File: src/hdl/lfu_pkg.sv
`timescale 1ns / 1ps
// ----------------------------------------------------------------------------
// lfu_pkg
// Shared sizes and types for the LFU cache with LRU tie-break.
// ----------------------------------------------------------------------------
package lfu_pkg;
  localparam int Capacity   = 16;
  localparam int CountWidth = 16;
  localparam int IdxW       = $clog2(Capacity);
  localparam int OccW       = $clog2(Capacity + 1);
  localparam int CapW       = 5;
  localparam int KeyW       = 32;
  localparam int InW        = 72;   // 65 bits of fields, padded to bytes
  localparam int OutW       = 72;   // 66 bits of fields, padded to bytes

  localparam logic CMD_GET = 1'b0;
  localparam logic CMD_PUT = 1'b1;

  localparam logic [CountWidth-1:0] CountMax = '1;

  // one stored entry; the RAM word
  typedef struct packed {
    logic [KeyW-1:0]       key;
    logic [KeyW-1:0]       value;
    logic [CountWidth-1:0] count;
    logic [IdxW-1:0]       rank;
  } entry_t;
endpackage

File: src/hdl/lfu_cache_with_lru_tiebreak.sv
`timescale 1ns / 1ps
// ----------------------------------------------------------------------------
// lfu_cache_with_lru_tiebreak
// Fully associative key/value cache, LFU replacement, LRU among equal counts.
// ----------------------------------------------------------------------------
// Usage:
//   s_axis_* carries one item: tdata = {write_value, lookup_key, command},
//   command in bit 0. m_axis_* returns one result per item: tdata =
//   {evicted_key, evicted, read_value, hit}, hit in bit 0.
//   cfg_we/cfg_wdata write capacity_in_use (reset 16, values above 16 act
//   as 16, zero ignores puts); write it only while the block is idle.
// Timing:
//   Entries sit in one synchronous RAM (one read, one write per cycle).
//   The block takes one item at a time. A first pass (SCAN) reads all 16
//   entries to find the hit and the victim, DECIDE writes the touched
//   entry, and a second pass (AGE) ages by read-modify-write the other
//   valid entries ranked below the touched entry's old rank (all of them
//   when a free slot is filled); the result is then valid, and the next
//   item is taken only after the result is taken. Gets that miss and puts
//   ignored at capacity zero skip the second pass.
// Reset:
//   rst clears valid bits, occupancy and control; RAM contents stay
//   undefined and are never used before written.
// Stall:
//   The result is held in the output register until m_axis_tready; a new
//   item is not taken while it waits.
module lfu_cache_with_lru_tiebreak (
  input  logic                    clk,
  input  logic                    rst,
  input  logic                    cfg_we,
  input  logic [lfu_pkg::CapW-1:0] cfg_wdata,
  input  logic                    s_axis_tvalid,
  output logic                    s_axis_tready,
  // [0] command, [32:1] lookup_key, [64:33] write_value
  input  logic [lfu_pkg::InW-1:0] s_axis_tdata,
  output logic                    m_axis_tvalid,
  input  logic                    m_axis_tready,
  // [0] hit, [32:1] read_value, [33] evicted, [65:34] evicted_key
  output logic [lfu_pkg::OutW-1:0] m_axis_tdata
);
  import lfu_pkg::*;

  typedef enum logic [2:0] {IDLE, SCAN, DECIDE, AGE, DONE} state_t;

  entry_t ram [Capacity];
  entry_t rd_q;
  logic [IdxW-1:0] rd_addr;
  logic            we;
  logic [IdxW-1:0] wr_addr;
  entry_t          wr_data;

  always_ff @(posedge clk) begin
    if (we) ram[wr_addr] <= wr_data;
    rd_q <= ram[rd_addr];
  end

  state_t state;
  logic [Capacity-1:0] valid;
  logic [OccW-1:0]  occ;
  logic [CapW-1:0]  cap_reg;
  logic             cmd;
  logic [KeyW-1:0]  key, val;
  logic [IdxW:0]    cnt;          // issue counter, one past the depth
  logic [IdxW-1:0]  pidx;         // index of the word in rd_q
  logic             pv;           // rd_q holds a word of this pass
  logic             found;
  logic [IdxW-1:0]  hit_idx;
  entry_t           hit_ent;
  logic             vic_ok;
  logic [IdxW-1:0]  vic_idx;
  entry_t           vic_ent;
  logic [IdxW-1:0]  slot;
  logic [IdxW:0]    old_rank;     // top bit: every entry ages
  logic             r_hit, r_ev;
  logic [KeyW-1:0]  r_rd, r_evk;
  logic [IdxW-1:0]  free_idx;
  logic             do_ins, do_upd;
  logic [OccW-1:0]  cap_eff;
  logic             evict_now;
  logic [IdxW-1:0]  slot_sel;

  assign cap_eff = (cap_reg > CapW'(Capacity)) ? OccW'(Capacity) : OccW'(cap_reg);

  always_comb begin
    free_idx = '0;
    for (int i = Capacity - 1; i >= 0; i--) begin
      if (!valid[i]) free_idx = IdxW'(i);
    end
  end

  assign s_axis_tready = (state == IDLE);
  assign rd_addr = cnt[IdxW-1:0];
  assign m_axis_tdata = {6'd0, r_evk, r_ev, r_rd, r_hit};

  // write port: entry update in DECIDE, aging in AGE
  always_comb begin
    we      = 1'b0;
    wr_addr = slot;
    wr_data = hit_ent;
    if (state == DECIDE && (do_ins || do_upd)) begin
      we      = 1'b1;
      wr_addr = slot_sel;
      if (do_upd) begin
        wr_data.value = (cmd == CMD_PUT) ? val : hit_ent.value;
        wr_data.count = (hit_ent.count == CountMax) ? hit_ent.count
                                                    : hit_ent.count + 1'b1;
      end else begin
        wr_data.key   = key;
        wr_data.value = val;
        wr_data.count = CountWidth'(1);
      end
      wr_data.rank = '0;
    end else if (state == AGE && pv && pidx != slot && valid[pidx]
                 && {1'b0, rd_q.rank} < old_rank) begin
      we      = 1'b1;
      wr_addr = pidx;
      wr_data = rd_q;
      wr_data.rank = rd_q.rank + 1'b1;
    end
  end

  assign do_upd = found && (cmd == CMD_GET || cap_eff != '0);
  assign do_ins = !found && cmd == CMD_PUT && cap_eff != '0;

  // entry touched in DECIDE: the hit, else the victim when full, else a free one
  assign evict_now = occ >= cap_eff || occ >= OccW'(Capacity);
  assign slot_sel  = do_upd ? hit_idx : (evict_now ? vic_idx : free_idx);

  always_ff @(posedge clk) begin
    if (rst) begin
      state         <= IDLE;
      valid         <= '0;
      occ           <= '0;
      cap_reg       <= CapW'(Capacity);
      m_axis_tvalid <= 1'b0;
      pv            <= 1'b0;
      cnt           <= '0;
    end else begin
      if (cfg_we) cap_reg <= cfg_wdata;
      unique case (state)
        IDLE: begin
          if (s_axis_tvalid) begin
            cmd    <= s_axis_tdata[0];
            key    <= s_axis_tdata[32:1];
            val    <= s_axis_tdata[64:33];
            found  <= 1'b0;
            vic_ok <= 1'b0;
            cnt    <= '0;
            pv     <= 1'b0;
            state  <= SCAN;
          end
        end
        SCAN: begin
          // compare the word read last cycle, issue the next read
          if (pv && valid[pidx]) begin
            if (!found && rd_q.key == key) begin
              found   <= 1'b1;
              hit_idx <= pidx;
              hit_ent <= rd_q;
            end
            if (!vic_ok || rd_q.count < vic_ent.count ||
                (rd_q.count == vic_ent.count && rd_q.rank > vic_ent.rank)) begin
              vic_ok  <= 1'b1;
              vic_idx <= pidx;
              vic_ent <= rd_q;
            end
          end
          pidx <= cnt[IdxW-1:0];
          if (cnt == (IdxW+1)'(Capacity)) begin
            pv    <= 1'b0;
            state <= DECIDE;
          end else begin
            pv  <= 1'b1;
            cnt <= cnt + 1'b1;
          end
        end
        DECIDE: begin
          r_hit <= do_upd;
          r_rd  <= (found && cmd == CMD_GET) ? hit_ent.value : '1;
          r_ev  <= 1'b0;
          r_evk <= '0;
          cnt   <= '0;
          if (do_upd) begin
            slot     <= hit_idx;
            old_rank <= {1'b0, hit_ent.rank};
            state    <= AGE;
          end else if (do_ins) begin
            state <= AGE;
            if (evict_now) begin
              r_ev     <= 1'b1;
              r_evk    <= vic_ent.key;
              slot     <= vic_idx;
              old_rank <= {1'b0, vic_ent.rank};
            end else begin
              slot            <= free_idx;
              old_rank        <= '1;
              valid[free_idx] <= 1'b1;
              occ             <= occ + 1'b1;
            end
          end else begin
            m_axis_tvalid <= 1'b1;
            state         <= DONE;
          end
        end
        AGE: begin
          pidx <= cnt[IdxW-1:0];
          if (cnt == (IdxW+1)'(Capacity)) begin
            pv            <= 1'b0;
            m_axis_tvalid <= 1'b1;
            state         <= DONE;
          end else begin
            pv  <= 1'b1;
            cnt <= cnt + 1'b1;
          end
        end
        DONE: begin
          if (m_axis_tready) begin
            m_axis_tvalid <= 1'b0;
            state         <= IDLE;
          end
        end
        default: state <= IDLE;
      endcase
    end
  end
endmodule

File: config.mk
export PLATFORM = sky130hd
export DESIGN_NAME = lfu_cache_with_lru_tiebreak
export DESIGN_NICKNAME = d
export VERILOG_FILES = /design/src/hdl/lfu_pkg.sv /design/src/hdl/lfu_cache_with_lru_tiebreak.sv
export SDC_FILE = /design/constraint.sdc
export NUM_CORES = 2
export LEC_CHECK = 0
export BUFFER_PORTS_ARGS = -buffer_cell sky130_fd_sc_hd__buf_2
export CAP_MARGIN = 20
export CELL_PAD_IN_SITES_DETAIL_PLACEMENT = 1
export CELL_PAD_IN_SITES_GLOBAL_PLACEMENT = 1
export CORE_MARGIN = 2
export CORE_UTILIZATION = 58
export CTS_BUF_LIST = sky130_fd_sc_hd__clkbuf_4 sky130_fd_sc_hd__clkbuf_8
export DETAILED_ROUTE_END_ITERATION = 6
export PLACE_DENSITY = 0.9
export SETUP_SLACK_MARGIN = 0.2
export SLEW_MARGIN = 20
export SYNTH_ARGS = -nofsm -noshare
export SYNTH_HDL_FRONTEND = slang
export SYNTH_SLANG_ARGS = --single-unit
File: constraint.sdc
create_clock -name clk -period 11.7 [get_ports clk]
set_input_delay 0.585 -clock clk [delete_from_list [all_inputs] [get_ports clk]]
set_output_delay 0.585 -clock clk [all_outputs]
set_load 0.03 [all_outputs]
==> impl_metrics.yaml <==
grt:
  grt_pass1_wl_um: 328000
  grt_pass1_vias: 40700
  use_met2_pct: 62.3
  grt.total_usage_pct: 40.5
  grt_use_met3_pct: 11.0
  busiest_layer: "met2"
  grt_start_max_net_pins: 142
  grt_overflow: 0
  grt_antenna_before_repair: 12
  use_met1_pct: 52.1
pwr:
  power_density_nw_per_um2: 172
  vdd_drop_max_uv: 158
  p_leak_nw: 24.1
  swShare_pct: 24.5
  switchingPower_mw: 3.20
  power.share.combinational_pct: 2.7
  p_int_mw: 9.86
  clkPwrFrac_pct: 44.9
  sequentialPowerShare_pct: 52.3
sta:
  timing.final.crit_share_pct: 57.2
  setup_tns_ns: 0
  fmax_mhz: 149
  worstMarginPinSlew_ns: 1.24
  maxSlewViolCount: 0
  skew_ns: 0.116
  min_period_ns: 6.70
  setup_ws_ns: 5.00
  maxSlewHeadroom_pct: 17.5
  timing_hold_violations_final: 0
  setup_viol: 0
  rsz0062_at_grt: "false"
worst_setup_path:
  cp_max_fo: 44
  worst_setup_path_start_kind: "register"
  critical_path_class: "register to register"
  worstPathRequired_ns: 12.30
  end_kind: "register"
  arrival_ns: 7.29
yosys:
  synth_seq_cells: 1754
  async_flop_share_pct: 0
  synthAdderAreaFrac_pct: 0.620
  synthDistinctLibCells: 68
  synthDominantCellAreaShare_pct: 73.7
  avgSynthCellArea_sq_um: 21.7
  syn-cell-area_sq_um: 66600
  ys_top_cells_by_area: "edfxtp_1, mux4_2, dfxtp_1"
  synthXorXnorAreaFrac_pct: 0.605
  synthMuxAreaShare_pct: 14.5
  ys.flop_type: "edfxtp_1"
  ys_top_cells_by_count: "edfxtp_1, mux4_2, clkbuf_1"
  yosys.area_share.simple_pct: 2.35
  synth.most_common_cell: "edfxtp_1"
  syn_inst: 3064
  ys_warn_count: 0
  synth_top_family_by_area: "multiplexers"
  synth_edf_count: 1634
  synth_top_area_cell: "edfxtp_1"
  synth_compound_area_share_pct: 3.34
  seq_area_frac_synth_pct: 77.3
placement:
  portBuffers: 142
  place_ws_ns: 5.75
  gp_congestion: 0.834
  hpwl_um: 94200
flow_run:
  drv_cap: 0
route:
  drc: 1
  route.detailed.wl_per_inst_um: 45.4
  routed_wl_um: 236000
  drt-initial-drc-count: 8167
  vias_per_cell: 7.67
  ant_nets: 0
  drt_first_pass_iters: 7
  vias: 40000
cells_and_area:
  drive_gt1_share_pct: 32.5
  top_register: "ram"
  largest_register_ffs: 1344
  area_growth_pct: 13.9
  fillCellCount: 9073
  final_nets: 3607
  fin_util_pct: 66.5
  reg_top3: "ram (1344), hit_ent (84), rd_q (84)"
  multi_input_area_sq_um: 14500
  seqCellArea_sq_um: 51500
cts:
  htreeDepth: 5
  cts_buffer_depth: 4
  cts_resized: 0
  cts_buffers: 288
  postCtsSetupRepairBufs: 0
  cts.sinks: 1754
  clk_latency_ns: 1.05
  path_clk_slew_ns: 0.09
  cts_tree: "done"
  clock-root-buffer: "clkbuf_8"
die:
  ioPinCount: 156
  std_cell_rows: 124
  initial_core_util_pct: 58.4
  core_area_sq_um: 114000
  dieArea_sq_um: 118000
  die_x_um: 343
  die_y_um: 343
outcome:
  status: "complete, but fails checks"
  violations: "design-rule violations"
hold_path:
  hold_class: "input port to register"
==> critical path: stages (launching register included) <==
cell and delay [ns]:
dfxtp_1 0.73, or3b_2 0.57, a311oi_2 0.25, buf_4 0.40, nand2_1 0.65, o2bb2ai_1 0.59, a221oi_2 0.14, buf_4 0.27
nor3_2 0.89, buf_4 0.84, buf_4 0.83
==> cells by family (layout without fill, tap and decap cells) <==
group	after synthesis	after routing
adders and majority gates	33	33
and+or+nand+nor	309	309
buffers and inverters	209	833
muxes	438	438
xor gates and xnor gates	46	46
DFF	1754	1754
AOI/OAI and AO/OA	274	274
other	1	14
==> cell type report <==
cell class,count,area share (%)
inverter,45,0.223
multi-input combinational,1106,19.1
tap,1512,2.50
clock inverter,86,0.746
antenna,8,0.0264
sequential,1754,67.9
clock buffer,405,6.61
timing repair buffer,297,2.85
==> placed cells by master (no fill, tap or decap), types with 8 or more instances in the layout <==
master / synthesis / routed
dfxtp_1: 120 / 116
inv_1: 45 / 44
dlygate4sd3_1: 0 / 77
ha_1: 33 / 33
buf_2: 2 / 142
a31oi_1: 11 / 8
diode_2: 0 / 8
and2_1: 38 / 38
clkinv_2: 0 / 25
clkinv_1: 0 / 45
o221a_2: 67 / 67
mux4_2: 421 / 421
a21oi_1: 38 / 37
buf_4: 9 / 71
nor2_1: 76 / 70
clkbuf_4: 0 / 90
nand2_1: 58 / 57
clkbuf_8: 0 / 315
nor3_1: 27 / 13
o21bai_1: 64 / 64
edfxtp_1: 1634 / 1634
nor3_2: 0 / 14
nor2b_1: 8 / 8
nand4_1: 17 / 17
or3_1: 36 / 36
mux2i_1: 16 / 16
o21ai_0: 26 / 25
xor2_1: 39 / 39
nor4_1: 12 / 11
nand3_1: 17 / 17
==> power by group through the flow <==
stage | sequential [mW] | clock [mW] | combinational [mW]
detailed placement | 6.97 | 0 | 0.295
floorplan | 6.94 | 0 | 0.225
global placement | 6.97 | 0 | 0.279
CTS | 6.84 | 5.59 | 0.334
global route | 6.83 | 6.02 | 0.371
finish | 6.84 | 5.86 | 0.358
==> worst paths after layout <==
path	endpoint	from	cells past startpoint	slack, ns
setup / recovery	ram[1][39]	state[1]	10	5.00
hold / removal	pv	s_axis_tvalid	4	0.12
setup reg to reg	ram[1][39]	state[1]	10	5.00
hold reg to reg	hit_ent[27]	rd_q[27]	0	0.45
==> stage by stage <==
stage	cell area (sq um)	total power [mW]	std cells	hold slack (ns)
2_1_floorplan	66600	7.17	3069	0.406
3_3_place_gp	69300	7.25	4631	0.412
3_5_place_dp	69300	7.26	4631	0.416
4_1_cts	75600	12.8	5199	0.0534
5_1_grt	75800	13.2	5207	0.164
6_report	75800	13.1	5213	0.117
==> what timing repair did <==
action                                 CTS  global route
endpoints found under the hold margin   71             0
setup endpoints to repair                0             0
hold buffers                            77             0
==> routing by layer <==
layer | share of wire [%] | wire (um)
met5 | 0.053 | 125
met4 | 7.2 | 17000
met3 | 14 | 32000
met2 | 48 | 113000
met1 | 31 | 73900
No activity file was read; power rests on OpenSTA's default activity.
